--- src/rtl/core/ipv4mc_pkg.sv ---
// shared types and constants of the ipv4 address and netmask classifier
`timescale 1ns / 1ps

package ipv4mc_pkg;

  // token class codes
  localparam logic [2:0] CLS_A     = 3'd0;
  localparam logic [2:0] CLS_B     = 3'd1;
  localparam logic [2:0] CLS_C     = 3'd2;
  localparam logic [2:0] CLS_D     = 3'd3;
  localparam logic [2:0] CLS_E     = 3'd4;
  localparam logic [2:0] CLS_ERROR = 3'd5;
  localparam logic [2:0] CLS_OTHER = 3'd6;

  // counter slots: one per class a..e and error, then private
  localparam int NUM_COUNTERS = 7;
  localparam int IDX_PRIV     = 6;

  // token end queue between parser and counter stage (power of two depth)
  localparam int QUEUE_DEPTH = 2;
  localparam int PTR_W       = (QUEUE_DEPTH > 1) ? $clog2(QUEUE_DEPTH) : 1;
  localparam int LEVEL_W     = $clog2(QUEUE_DEPTH + 1);

  // one queue word: the finished token's class and private flag
  typedef struct packed {
    logic [2:0] line_class;
    logic       is_private;
  } evt_t;

endpackage

--- src/rtl/core/ipv4mc_front.sv ---
// byte parser: splits tokens, reads address and mask fields, classifies each token
`timescale 1ns / 1ps

module ipv4mc_front (
  input  logic               clk,
  input  logic               rst,
  input  logic               in_valid,
  output logic               in_ready,
  input  logic [7:0]         ch,
  input  logic               end_of_stream,
  input  logic               q_space,
  output logic               q_push,
  output ipv4mc_pkg::evt_t   q_data
);

  // section codes
  localparam logic [1:0] SEC_ADDR = 2'd0;
  localparam logic [1:0] SEC_MASK = 2'd1;
  localparam logic [1:0] SEC_SKIP = 2'd2;
  localparam logic [1:0] SEC_FAIL = 2'd3;

  // text bytes
  localparam logic [7:0] CH_TAB   = 8'd9;
  localparam logic [7:0] CH_CR    = 8'd13;
  localparam logic [7:0] CH_SPACE = 8'd32;
  localparam logic [7:0] CH_TILDE = 8'h7E;
  localparam logic [7:0] CH_DOT   = 8'h2E;
  localparam logic [7:0] CH_PLUS  = 8'h2B;
  localparam logic [7:0] CH_MINUS = 8'h2D;
  localparam logic [7:0] CH_ZERO  = 8'h30;
  localparam logic [7:0] CH_NINE  = 8'h39;

  // first octet ranges and private prefixes
  localparam logic [7:0] A_LO     = 8'd1;
  localparam logic [7:0] A_HI     = 8'd126;
  localparam logic [7:0] B_LO     = 8'd128;
  localparam logic [7:0] B_HI     = 8'd191;
  localparam logic [7:0] C_LO     = 8'd192;
  localparam logic [7:0] C_HI     = 8'd223;
  localparam logic [7:0] D_LO     = 8'd224;
  localparam logic [7:0] E_LO     = 8'd240;
  localparam logic [7:0] PRIV_A   = 8'd10;
  localparam logic [7:0] PRIV_B   = 8'd172;
  localparam logic [7:0] PRIV_B_LO = 8'd16;
  localparam logic [7:0] PRIV_B_HI = 8'd31;
  localparam logic [7:0] PRIV_C   = 8'd192;
  localparam logic [7:0] PRIV_C2  = 8'd168;

  localparam logic [7:0] OCT_ONES = 8'hFF;
  localparam logic [8:0] FIELD_SAT = 9'd256;

  typedef struct packed {
    logic            in_token;
    logic [1:0]      section;
    logic [2:0]      fa;
    logic            stopped;
    logic [8:0]      fval;
    logic            fneg;
    logic            fend;
    logic            fhas;
    logic [1:0][7:0] addr;
    logic [3:0][7:0] mask;
  } pst_t;

  // close the current field: accept it or stop the section
  function automatic pst_t close_fld(pst_t s);
    pst_t       r;
    logic       ok;
    logic [7:0] v;
    logic [7:0] inv;
    r   = s;
    v   = s.fval[7:0];
    inv = ~v;
    ok  = s.fhas && !(s.fneg && (s.fval != 9'd0)) && (s.fval <= 9'd255);
    if ((s.section == SEC_MASK) && ((inv & (inv + 8'd1)) != 8'd0)) ok = 1'b0;
    if (!s.stopped && (s.section <= SEC_MASK)) begin
      if (!ok) begin
        r.stopped = 1'b1;
      end else begin
        if (s.section == SEC_ADDR) begin
          if (s.fa < 3'd2) r.addr[s.fa[0]] = v;
        end else if (s.fa < 3'd4) begin
          r.mask[s.fa[1:0]] = v;
        end
        if (s.fa < 3'd5) r.fa = s.fa + 3'd1;
      end
    end
    r.fval = '0;
    r.fneg = 1'b0;
    r.fend = 1'b0;
    r.fhas = 1'b0;
    return r;
  endfunction

  // four octets, ones then zeros, not all ones
  function automatic logic mask_ok(pst_t s);
    logic ok;
    ok = (s.fa == 3'd4) && (s.mask[3] != OCT_ONES);
    for (int i = 1; i < 4; i++) begin
      if ((s.mask[i] != 8'd0) && (s.mask[i-1] != OCT_ONES)) ok = 1'b0;
    end
    return ok;
  endfunction

  // tilde: close the section and move on
  function automatic pst_t end_sec(pst_t s);
    pst_t r;
    r = close_fld(s);
    if (s.section == SEC_ADDR) begin
      r.section = (r.fa == 3'd4) ? SEC_MASK : SEC_FAIL;
    end else if (s.section == SEC_MASK) begin
      r.section = mask_ok(r) ? SEC_SKIP : SEC_FAIL;
    end
    r.fa      = '0;
    r.stopped = 1'b0;
    return r;
  endfunction

  // one field byte, atoi style
  function automatic pst_t feed(pst_t s, logic [7:0] c);
    pst_t        r;
    logic [11:0] acc;
    r   = s;
    acc = 12'(s.fval) * 12'd10 + 12'(c - CH_ZERO);
    if (!s.fend) begin
      if (!s.fhas && ((c == CH_PLUS) || (c == CH_MINUS))) begin
        r.fneg = (c == CH_MINUS);
      end else if ((c >= CH_ZERO) && (c <= CH_NINE)) begin
        r.fval = (acc > 12'(FIELD_SAT)) ? FIELD_SAT : acc[8:0];
      end else begin
        r.fend = 1'b1;
      end
      r.fhas = 1'b1;
    end
    return r;
  endfunction

  pst_t       st;
  pst_t       st_next;
  pst_t       s1;
  pst_t       s2;
  logic       sep;
  logic       emit;
  logic       accept;
  logic       valid_tok;
  logic [7:0] a0;
  logic [7:0] a1;
  logic [2:0] cls;
  logic       priv;

  assign in_ready = q_space;
  assign accept   = in_valid && in_ready;

  // byte step and token end classification
  always_comb begin
    sep = ((ch >= CH_TAB) && (ch <= CH_CR)) || (ch == CH_SPACE);
    s1  = st;
    if (!sep) begin
      if (st.section <= SEC_MASK) begin
        if (ch == CH_TILDE) begin
          s1 = end_sec(st);
        end else if (ch == CH_DOT) begin
          s1 = close_fld(st);
        end else if (!st.stopped) begin
          s1 = feed(st, ch);
        end
      end
      s1.in_token = 1'b1;
    end
    emit = sep ? st.in_token : end_of_stream;

    s2 = close_fld(s1);
    valid_tok = (s2.section == SEC_SKIP) || ((s2.section == SEC_MASK) && mask_ok(s2));
    a0   = s2.addr[0];
    a1   = s2.addr[1];
    priv = 1'b0;
    if (!valid_tok) begin
      cls = ipv4mc_pkg::CLS_ERROR;
    end else if ((a0 >= A_LO) && (a0 <= A_HI)) begin
      cls  = ipv4mc_pkg::CLS_A;
      priv = (a0 == PRIV_A);
    end else if ((a0 >= B_LO) && (a0 <= B_HI)) begin
      cls  = ipv4mc_pkg::CLS_B;
      priv = (a0 == PRIV_B) && (a1 >= PRIV_B_LO) && (a1 <= PRIV_B_HI);
    end else if ((a0 >= C_LO) && (a0 <= C_HI)) begin
      cls  = ipv4mc_pkg::CLS_C;
      priv = (a0 == PRIV_C) && (a1 == PRIV_C2);
    end else if ((a0 >= D_LO) && (a0 < E_LO)) begin
      cls = ipv4mc_pkg::CLS_D;
    end else if (a0 >= E_LO) begin
      cls = ipv4mc_pkg::CLS_E;
    end else begin
      cls = ipv4mc_pkg::CLS_OTHER;
    end

    st_next = st;
    if (accept) st_next = emit ? pst_t'('0) : s1;
  end

  assign q_push             = accept && emit;
  assign q_data.line_class  = cls;
  assign q_data.is_private  = priv;

  // parser state
  always_ff @(posedge clk) begin
    if (rst) begin
      st <= '0;
    end else begin
      st <= st_next;
    end
  end

endmodule

--- src/rtl/core/ipv4mc_fifo.sv ---
// short queue of token end words between parser and counter stage
`timescale 1ns / 1ps

module ipv4mc_fifo (
  input  logic             clk,
  input  logic             rst,
  input  logic             push,
  input  ipv4mc_pkg::evt_t push_data,
  output logic             space,
  output logic             pop_valid,
  input  logic             pop,
  output ipv4mc_pkg::evt_t pop_data
);

  ipv4mc_pkg::evt_t                  slots [ipv4mc_pkg::QUEUE_DEPTH];
  logic [ipv4mc_pkg::PTR_W-1:0]      wr_ptr;
  logic [ipv4mc_pkg::PTR_W-1:0]      rd_ptr;
  logic [ipv4mc_pkg::LEVEL_W-1:0]    level;
  logic                              do_push;
  logic                              do_pop;

  assign space     = (level != ipv4mc_pkg::LEVEL_W'(ipv4mc_pkg::QUEUE_DEPTH));
  assign pop_valid = (level != '0);
  assign pop_data  = slots[rd_ptr];
  assign do_push   = push && space;
  assign do_pop    = pop && pop_valid;

  // word storage
  always_ff @(posedge clk) begin
    if (do_push) slots[wr_ptr] <= push_data;
  end

  // pointers and fill level
  always_ff @(posedge clk) begin
    if (rst) begin
      wr_ptr <= '0;
      rd_ptr <= '0;
      level  <= '0;
    end else begin
      if (do_push) wr_ptr <= wr_ptr + ipv4mc_pkg::PTR_W'(1);
      if (do_pop)  rd_ptr <= rd_ptr + ipv4mc_pkg::PTR_W'(1);
      if (do_push && !do_pop) begin
        level <= level + ipv4mc_pkg::LEVEL_W'(1);
      end else if (!do_push && do_pop) begin
        level <= level - ipv4mc_pkg::LEVEL_W'(1);
      end
    end
  end

endmodule

--- src/rtl/core/ipv4mc_back.sv ---
// counter stage: bumps the saturating counters and holds the output word
`timescale 1ns / 1ps

module ipv4mc_back #(
  parameter int COUNT_BITS = 32
) (
  input  logic             clk,
  input  logic             rst,
  input  logic             q_valid,
  input  ipv4mc_pkg::evt_t q_data,
  output logic             q_pop,
  output logic             out_valid,
  input  logic             out_ready,
  output logic [2:0]       line_class,
  output logic             is_private,
  output logic [31:0]      count_a,
  output logic [31:0]      count_b,
  output logic [31:0]      count_c,
  output logic [31:0]      count_d,
  output logic [31:0]      count_e,
  output logic [31:0]      count_error,
  output logic [31:0]      count_private
);

  localparam int OUT_W = (COUNT_BITS < 32) ? COUNT_BITS : 32;
  localparam logic [COUNT_BITS-1:0] CNT_MAX = '1;

  logic [COUNT_BITS-1:0] cnt      [ipv4mc_pkg::NUM_COUNTERS];
  logic [COUNT_BITS-1:0] cnt_next [ipv4mc_pkg::NUM_COUNTERS];

  // take a word when the output register is free or being emptied
  assign q_pop = q_valid && (!out_valid || out_ready);

  // saturating bumps for class and private
  always_comb begin
    for (int k = 0; k < ipv4mc_pkg::NUM_COUNTERS; k++) begin
      cnt_next[k] = cnt[k];
      if (k == ipv4mc_pkg::IDX_PRIV) begin
        if (q_data.is_private && (cnt[k] != CNT_MAX)) cnt_next[k] = cnt[k] + 1'b1;
      end else if ((q_data.line_class == 3'(k)) && (cnt[k] != CNT_MAX)) begin
        cnt_next[k] = cnt[k] + 1'b1;
      end
    end
  end

  // counters
  always_ff @(posedge clk) begin
    if (rst) begin
      for (int k = 0; k < ipv4mc_pkg::NUM_COUNTERS; k++) cnt[k] <= '0;
    end else if (q_pop) begin
      cnt <= cnt_next;
    end
  end

  // output word valid
  always_ff @(posedge clk) begin
    if (rst) begin
      out_valid <= 1'b0;
    end else if (q_pop) begin
      out_valid <= 1'b1;
    end else if (out_ready) begin
      out_valid <= 1'b0;
    end
  end

  // output word payload
  always_ff @(posedge clk) begin
    if (q_pop) begin
      line_class <= q_data.line_class;
      is_private <= q_data.is_private;
    end
  end

  // counters only move when a new word is loaded, so they read out directly
  assign count_a       = 32'(cnt[ipv4mc_pkg::CLS_A][OUT_W-1:0]);
  assign count_b       = 32'(cnt[ipv4mc_pkg::CLS_B][OUT_W-1:0]);
  assign count_c       = 32'(cnt[ipv4mc_pkg::CLS_C][OUT_W-1:0]);
  assign count_d       = 32'(cnt[ipv4mc_pkg::CLS_D][OUT_W-1:0]);
  assign count_e       = 32'(cnt[ipv4mc_pkg::CLS_E][OUT_W-1:0]);
  assign count_error   = 32'(cnt[ipv4mc_pkg::CLS_ERROR][OUT_W-1:0]);
  assign count_private = 32'(cnt[ipv4mc_pkg::IDX_PRIV][OUT_W-1:0]);

endmodule

--- src/rtl/core/ipv4_mask_text_classifier.sv ---
// top level of the ipv4 address and netmask text classifier
//
//  channel | handshake            | word
//  --------+----------------------+------------------------------------------
//  input   | in_valid / in_ready  | ch, end_of_stream
//  output  | out_valid / out_ready| line_class, is_private, seven count words
//
// one byte per cycle while the queue has space; a byte is parsed in the cycle it is taken
// a token end word is written into the queue when its closing byte is taken, then loaded into the output register
// the parser stalls only when the two word queue is full
// rst (synchronous) clears parser state, queue and all counters
`timescale 1ns / 1ps

module ipv4_mask_text_classifier #(
  parameter int COUNT_BITS = 32
) (
  input  logic        clk,
  input  logic        rst,
  input  logic        in_valid,
  output logic        in_ready,
  input  logic [7:0]  ch,
  input  logic        end_of_stream,
  output logic        out_valid,
  input  logic        out_ready,
  output logic [2:0]  line_class,
  output logic        is_private,
  output logic [31:0] count_a,
  output logic [31:0] count_b,
  output logic [31:0] count_c,
  output logic [31:0] count_d,
  output logic [31:0] count_e,
  output logic [31:0] count_error,
  output logic [31:0] count_private
);

  logic             q_space;
  logic             q_push;
  ipv4mc_pkg::evt_t q_in;
  logic             q_valid;
  logic             q_pop;
  ipv4mc_pkg::evt_t q_out;

  // parser
  ipv4mc_front u_front (
    .clk           (clk),
    .rst           (rst),
    .in_valid      (in_valid),
    .in_ready      (in_ready),
    .ch            (ch),
    .end_of_stream (end_of_stream),
    .q_space       (q_space),
    .q_push        (q_push),
    .q_data        (q_in)
  );

  // token end queue
  ipv4mc_fifo u_fifo (
    .clk       (clk),
    .rst       (rst),
    .push      (q_push),
    .push_data (q_in),
    .space     (q_space),
    .pop_valid (q_valid),
    .pop       (q_pop),
    .pop_data  (q_out)
  );

  // counters and output word
  ipv4mc_back #(
    .COUNT_BITS (COUNT_BITS)
  ) u_back (
    .clk           (clk),
    .rst           (rst),
    .q_valid       (q_valid),
    .q_data        (q_out),
    .q_pop         (q_pop),
    .out_valid     (out_valid),
    .out_ready     (out_ready),
    .line_class    (line_class),
    .is_private    (is_private),
    .count_a       (count_a),
    .count_b       (count_b),
    .count_c       (count_c),
    .count_d       (count_d),
    .count_e       (count_e),
    .count_error   (count_error),
    .count_private (count_private)
  );

`ifndef SYNTH
  // a token end word is never pushed into a full queue
  a_push_space: assert property (@(posedge clk) disable iff (rst)
    q_push |-> q_space)
    else $error("token end word pushed into full queue");

  // only class a, b or c can be private
  a_priv_class: assert property (@(posedge clk) disable iff (rst)
    (out_valid && is_private) |-> (line_class == ipv4mc_pkg::CLS_A ||
      line_class == ipv4mc_pkg::CLS_B || line_class == ipv4mc_pkg::CLS_C))
    else $error("private word with a class other than a, b or c");

  // a private word always follows at least one private count
  a_priv_count: assert property (@(posedge clk) disable iff (rst)
    (out_valid && is_private) |-> (count_private != 32'd0))
    else $error("private word with zero private count");

  // nothing is shown right after reset
  a_reset_idle: assert property (@(posedge clk)
    rst |=> !out_valid)
    else $error("output word valid after reset");
`endif

endmodule
--- config.mk ---
export PLATFORM = sky130hd
export DESIGN_NAME = ipv4_mask_text_classifier
export DESIGN_NICKNAME = d
export VERILOG_FILES = /design/src/rtl/core/ipv4mc_pkg.sv /design/src/rtl/core/ipv4mc_front.sv /design/src/rtl/core/ipv4mc_fifo.sv /design/src/rtl/core/ipv4mc_back.sv /design/src/rtl/core/ipv4_mask_text_classifier.sv
export SDC_FILE = /design/constraint.sdc
export NUM_CORES = 1
export LEC_CHECK = 0
export BUFFER_PORTS_ARGS = -buffer_cell sky130_fd_sc_hd__buf_2
export CORE_MARGIN = 2
export CORE_UTILIZATION = 62
export CTS_CLUSTER_SIZE = 24
export DETAILED_ROUTE_END_ITERATION = 12
export HOLD_SLACK_MARGIN = 0.08
export PLACE_DENSITY = 0.86
export REMOVE_ABC_BUFFERS = 1
export SLEW_MARGIN = 20
export SYNTH_ARGS = -nofsm -noshare
export SYNTH_HDL_FRONTEND = slang
export SYNTH_SLANG_ARGS = --single-unit
export TNS_END_PERCENT = 10
--- constraint.sdc ---
create_clock -name clk -period 13 [get_ports clk]
set_input_delay 2.6 -clock clk [delete_from_list [all_inputs] [get_ports clk]]
set_output_delay 2.6 -clock clk [all_outputs]
set_load 0.005 [all_outputs]
==> results.toml, run 1 <==
[run_status]
status = "finished clean"

[power]
irDropWorstVdd_v = 0.0000962
pwr-share-comb_pct = 7.9
p_per_area_nw_per_um2 = 115
finalPower_mw = 2.13
leakage_nw = 7.64
netSwitchingPower_uw = 513
intPower_mw = 1.61
clockPowerShare_pct = 45.7
power_switching_share_pct = 24.2
pwr-share-seq_pct = 46.4

[logic_synthesis]
synth_seq_cells = 309
synth_top_family_by_area = "simple AND/OR/NAND/NOR gates"
synth_cell_types = 94
synth-simple-area-share_pct = 27.3
yosysWarnings = 0
ys_async_sr_fraction_pct = 0
synth_cells = 1886
synth_edf_count = 12
synth_mux_area_share_pct = 3.06
syn-cell-area_um2 = 16000
yosys.area_share.adder_pct = 3.70
synth_xor_area_share_pct = 11.4
avgSynthCellArea_um2 = 8.47
synth_compound_area_share_pct = 12.2
yosysTopAreaCell = "dfxtp_1"
synth-main-ff-cell = "dfxtp_1"
synth_top_area_share_pct = 37.2
seq_area_frac_synth_pct = 39.5
yosys-top-cells-area = "dfxtp_1 37%, nor2_1 8.2%, xor2_1 8.1%, nand2_1 3.7%, ha_1 3.4%"

[global_route]
antenna_found_initial = 1
grt_use_total_pct = 29.7
grt_max_degree = 113
busiest_layer = "met2"
use_met3_pct = 5.70
first_global_vias = 13700
met2_usage_pct = 51.2
overflow = 0
grt_pass1_wl_um = 66500
use_met1_pct = 36.7

[routing]
drtPass1Iterations = 7
routed_wire_length_per_instance_um = 17.1
num_vias = 14800
ant_nets = 0
viasPerCell = 6.01
routed_wl_um = 42000
drt_iter0_drc = 1456
drc_errors = 0

[floorplan]
num_rows = 58
io_pins = 243
dieArea_um2 = 27100
fp.dieW_um = 165
core_area_um2 = 25300
initial_core_util_pct = 63.3
die_h_um = 165

[critical_path]
worst_setup_path_start_kind = "primary input"
path_class = "in -> reg"
worstPathArrival_ns = 7.22
cp_data_required_time_ns = 13.24
critPathCaptureType = "flop"
cp_max_fo = 13

[placement]
place.port_buffers = 242
pre_cts_ws_ns = 5.61
gp_congestion = 0.971
hpwl_um = 29900

[clock_network]
worstSkewPairLatency_ns = 0.52
cts_setup_buffers = 0
clock_path_buffers = 3
numCtsBuffers = 35
cts_sinks = 309
htree_levels = 2
holdBufCountCts = 0
ctsResizeCount = 0
cts-root-buf = "clkbuf_16"
cts_tree = "built"
clk_pin_slew_ns = 0.06

[timing]
slew_headroom_pct = 31.8
setup_tns_ns = 0
worst_pin_slew_ns = 1.02
slew_violations = 0
setup_violations = 0
hold_viol_final = 0
fmax_mhz = 143
timing.final.crit_period_ns = 6.98
skew_ns = 0.0232
setup_ws_ns = 6.02
grt_setup_unrepaired = "no"
fin_crit_sh_pct = 53.7

[final_layout]
fin_util_pct = 73.3
layout.nets = 2168
area_delta_synth_final_pct = 15.8
layout_commonest_cell = "nor2_1"
drive_gt1_share_pct = 17.5
final_cell_mix = "350 x nor2_1, 297 x dfxtp_1, 241 x buf_2"

[run]
drv_cap = 0

[min_path]
holdCritPathClass = "reg -> reg"
-- state kept, by name, indices dropped and copies added (netlist names), named ones only --
signal,flops
u_back.count_private,32
u_back.count_error,32
u_back.line_class,3
u_fifo.rd_ptr,1
u_fifo.wr_ptr,1
u_back.is_private,1
u_back.out_valid,1
u_back.count_b,32
u_back.count_d,32
u_back.count_e,32
u_front.st,67
u_back.count_a,32
u_back.count_c,32
u_fifo.slots,8
u_fifo.level,2
-- cell usage after synthesis (all sizes together), types with 8 or more instances --
| master | number |
|---|---|
| nor2 | 352 |
| dfxtp | 297 |
| nand2 | 157 |
| xor2 | 147 |
| a21oi | 85 |
| nand3 | 85 |
| nand4 | 65 |
| a22oi | 61 |
| xnor2 | 59 |
| o21ai | 57 |
| clkbuf | 56 |
| and3 | 46 |
| ha | 44 |
| or3 | 42 |
| nor3 | 36 |
| mux2i | 32 |
| inv | 28 |
| nor4 | 27 |
| and4 | 22 |
| and2 | 19 |
| mux2 | 15 |
| edfxtp | 12 |
| nor2b | 12 |
| buf | 10 |
| nand2b | 10 |
| a21o | 8 |
| a31oi | 8 |
-- logic make-up (layout without fill, tap and decap cells) --
| group | count (synthesis) | count (layout) |
|---|---|---|
| buffers and inverters | 95 | 342 |
| flip-flops | 309 | 309 |
| multiplexers | 47 | 47 |
| adder cells (fa/ha/maj) | 46 | 46 |
| AND/OR/NAND/NOR | 898 | 898 |
| other | 0 | 1 |
| AO/OA/AOI/OAI | 284 | 284 |
| XOR/XNOR | 207 | 207 |
-- area by class of cell --
cell class	count	area (um^2)
Tap cell	330	413
Clock inverter	12	138
Inverter	28	105
Clock buffer	49	1010
Sequential cell	309	6310
Antenna cell	1	2.50
Fill cell	1960	6760
Multi-Input combinational cell	1482	9220
Timing Repair Buffer	253	1300
-- worst paths after layout --
check	startpoint	to	slack (ns)	cells after the start
worst max-delay path	ch[4]	u_fifo.slots[1][3]	6.02	17
worst min-delay path	u_back.count_d[24]	u_back.count_d[24]	0.50	2
worst max register to register	u_front.st[54]	u_fifo.slots[1][3]	6.46	19
worst min register to register	u_back.count_d[24]	u_back.count_d[24]	0.50	2
-- critical path, cell delays in order --
cell and delay [ns]:
buf_2 0.12, inv_1 0.16, ha_1 0.27, ha_1 0.35, a21o_1 0.26, a221oi_4 0.38
o22a_2 0.21, a2111o_1 0.17, a21o_1 0.24, a211oi_1 0.14, nor4_2 0.59, o21ai_2 0.24
nor3_4 0.63, mux2i_1 0.42, nor3_1 0.09, a21oi_1 0.21, o21ai_1 0.12
-- metrics by stage --
stage	instance area (um^2)	instances	hold WS (ns)
after detailed placement	17300	2402	0.490
after global placement	17300	2402	0.474
after global routing	18500	2463	0.518
after floorplan	15600	1819	0.465
after CTS	18500	2463	0.499
final	18500	2464	0.503
-- power by group through the flow --
| stage | clock [mW] | combinational [mW] | sequential (mW) |
|---|---|---|---|
| final | 0.972 | 0.168 | 0.985 |
| after global routing | 1.02 | 0.183 | 0.986 |
| after CTS | 0.985 | 0.166 | 0.985 |
| after detailed placement | 0 | 0.164 | 1.01 |
| after global placement | 0 | 0.160 | 1.00 |
| after floorplan | 0 | 0.103 | 1.00 |
-- metal layers --
metal	vias up	share of wire (%)
met4	0	2.9
met3	110	7.6
met2	590	48
met5	-	0
li1	7124	-
met1	6979	41
(Power assumes the default switching activity.)
==> inputs of run 2 (changes only) <==
Settings changed: ABC_AREA set to 1, CORE_UTILIZATION 62 to 53, PLACE_DENSITY 0.86 to 0.77.
Clock period 13 ns to 6 ns, I/O delays scaled along.
==> run 2 against run 1 <==
Against the previous run: final area rose by 17%; combinational power rose to 3.0 times the previous value; sequential cell count stayed put; global-route usage decreased by 0.75 points; clock power up 130%; critical path depth is 23 higher; sequential power grew 120%; utilization shrank 11 points; worst hold slack worse by 0.057 ns.
==> results.toml, run 2 <==
[logic_synthesis]
avgSynthCellArea_um2 = 6.29
yosysMostFrequentCell = "nand2_1"
synth-main-ff-cell = "dfxtp_1"
ys_async_sr_fraction_pct = 0
synth_seq_cells = 309
synth_cells = 2979
synth_cell_types = 59
seq_area_frac_synth_pct = 33.7
yosysTopAreaCell = "dfxtp_1"
syn-cell-area_um2 = 18700
yosysWarnings = 0
yosys-top-cells-area = "dfxtp_1 32%, nand2_1 15%, inv_1 9.3%, nor2_1 6.6%, a21oi_1 6.6%"
synth_top_area_share_pct = 31.7
synth_edf_count = 12
synthTopCellsByCount = "744 x nand2_1, 463 x inv_1, 330 x nor2_1"

[floorplan]
fp.dieW_um = 192
io_pins = 243
initial_core_util_pct = 54.0
die_h_um = 192
dieArea_um2 = 36900
num_rows = 68
core_area_um2 = 34700

[critical_path]
path_class = "reg -> reg"
slowest_delay_ns = 0.40
cp_max_fo = 19
worst_setup_path_start_kind = "flop"
critPathCaptureType = "flop"
cp_slowest_cell = "fa_1"
cp_data_required_time_ns = 6.26
worstPathArrival_ns = 5.86
critPathMostFrequentCell = "nand2_1"

[routing]
routed-wl-met3_um = 4540
top_layer = "met5"
drc_errors = 0
wl_met1_um = 23500
num_vias = 20100
routed_wl_um = 55200
viasPerCell = 5.45
routed_wire_length_per_instance_um = 14.9
drt_iter0_drc = 1706
ant_nets = 0
wl_met2_um = 25300
drtPass1Iterations = 7

[final_layout]
final_cell_mix = "743 x nand2_1, 462 x inv_1, 328 x nor2_1"
layout.nets = 3270
largest_register_ffs = 67
regMostFlops = "u_front.st"
drive_gt1_share_pct = 12.1
antenna_cells = 0
fin_cells = 3692
layout_commonest_cell = "nand2_1"
area_delta_synth_final_pct = 15.4
fill_cells = 3302

[power]
leakage_nw = 9.37
irDropWorstVdd_v = 0.000214
p_per_area_nw_per_um2 = 224

[global_route]
grt_pass1_wl_um = 87700
grt_use_total_pct = 28.9
overflow = 0
antenna_found_initial = 1
first_global_vias = 18200
grt_max_degree = 99

[run]
drv_cap = 0

[min_path]
holdCritPathClass = "reg -> reg"

[timing]
fin_crit_sh_pct = 93.3
timing.final.crit_period_ns = 5.60
slew_headroom_pct = 37.3
skew_ns = 0.0280
holdWs_ns = 0.447
hold_viol_final = 0
setup_tns_ns = 0
fmax_mhz = 179
slew_violations = 0
setup_violations = 0
worst_pin_slew_ns = 0.940

[clock_network]
htree_levels = 2
cts_tree = "built"
clk_pin_slew_ns = 0.06
cts-root-buf = "clkbuf_16"
clock_path_buffers = 3
numCtsBuffers = 36
holdBufCountCts = 0
worstSkewPairLatency_ns = 0.54
cts_sinks = 309

[run_status]
status = "finished clean"

[placement]
hpwl_um = 40400
post-place-cells = 3626
place.port_buffers = 242
gp_congestion = 0.964
## run 2: cell types whose count changed after synthesis, moves of 31 or more
cell / change
nand4_1: +31
and3_1: -40
nor3_1: +70
xnor2_1: -55
a22oi_1: -58
xor2_1: -139
nand3_1: +34
a21oi_1: +163
nand2_1: +587
or3_1: -41
o21ai_0: +155
inv_1: +435
## run 2: final cells by class
| class | count | area (um^2) | area share [%] |
|---|---|---|---|
| clock buffer | 53 | 1040 | 4.83 |
| clock inverter | 11 | 128 | 0.590 |
| inverter | 472 | 1770 | 8.21 |
| multi-input combinational | 2112 | 10300 | 47.6 |
| sequential | 309 | 6310 | 29.2 |
| tap | 455 | 569 | 2.63 |
| timing repair buffer | 280 | 1510 | 6.97 |
## run 2: stage by stage
| stage | worst slack (ns) | total power, mW | utilization, % | instance area (um^2) |
|---|---|---|---|---|
| finish | 0.400 | 4.85 | 62.3 | 21600 |
| global route | -0.0530 | 5.03 | 62.3 | 21600 |
| CTS | 0.294 | 4.86 | 62.1 | 21600 |
| detailed placement | 0.103 | 2.68 | 58.8 | 20400 |
| global placement | 0.316 | 2.67 | 58.8 | 20400 |
| floorplan | 0.112 | 2.50 | - | 18300 |
## run 2: where the power goes
part / total, mW / internal, mW / leakage [nW] / switching [mW]
Combinational: 0.507 / 0.147 / 6.30 / 0.360
Sequential: 2.15 / 2.12 / 2.49 / 0.0359
Clock: 2.19 / 1.30 / 0.579 / 0.891
Total: 4.85 / 3.56 / 9.37 / 1.29
## run 2: layer usage
layer	GRT usage (%)	vias up
li1	-	10200
met3	5.10	130
met1	36.8	9107
met5	0	-
met4	11.0	2
met2	48.8	682
## run 2: path summary, 6_finish.rpt
kind                       start                 end  slack [ns]  depth (start not counted)
setup / recovery  u_front.st[52]  u_fifo.slots[0][2]        0.40                         40
hold reg to reg    u_fifo.rd_ptr                flop        0.45                          1
hold / removal     u_fifo.rd_ptr                flop        0.45                          1
setup reg to reg  u_front.st[52]  u_fifo.slots[0][2]        0.40                         40
## run 2: repair_timing
action,4_1_cts,5_1_grt
endpoints found under the setup margin,0,8
buffers inserted,0,2
gates resized for setup,0,8
## run 2: critical path, delay by kind of cell (launching register included)
kind                       cells  cell delay [ns]
AOI/OAI and AO/OA              2             0.45
adders and majority gates      4             1.25
DFF                            1             0.31
buffers and inverters          5             0.56
and+or+nand+nor               28             2.59
xor gates and xnor gates       1             0.13
## run 2: cells by family (layout without fill, tap and decap cells)
logic type / Yosys count / after routing / share of synthesized area (%)
AOI/OAI and AO/OA: 556 / 556 / 16.1
adders and majority gates: 46 / 46 / 3.15
xor gates and xnor gates: 12 / 12 / 0.561
muxes: 3 / 3 / 0.167
buffers and inverters: 558 / 816 / 11.6
DFF: 309 / 309 / 33.7
and+or+nand+nor: 1495 / 1495 / 34.7
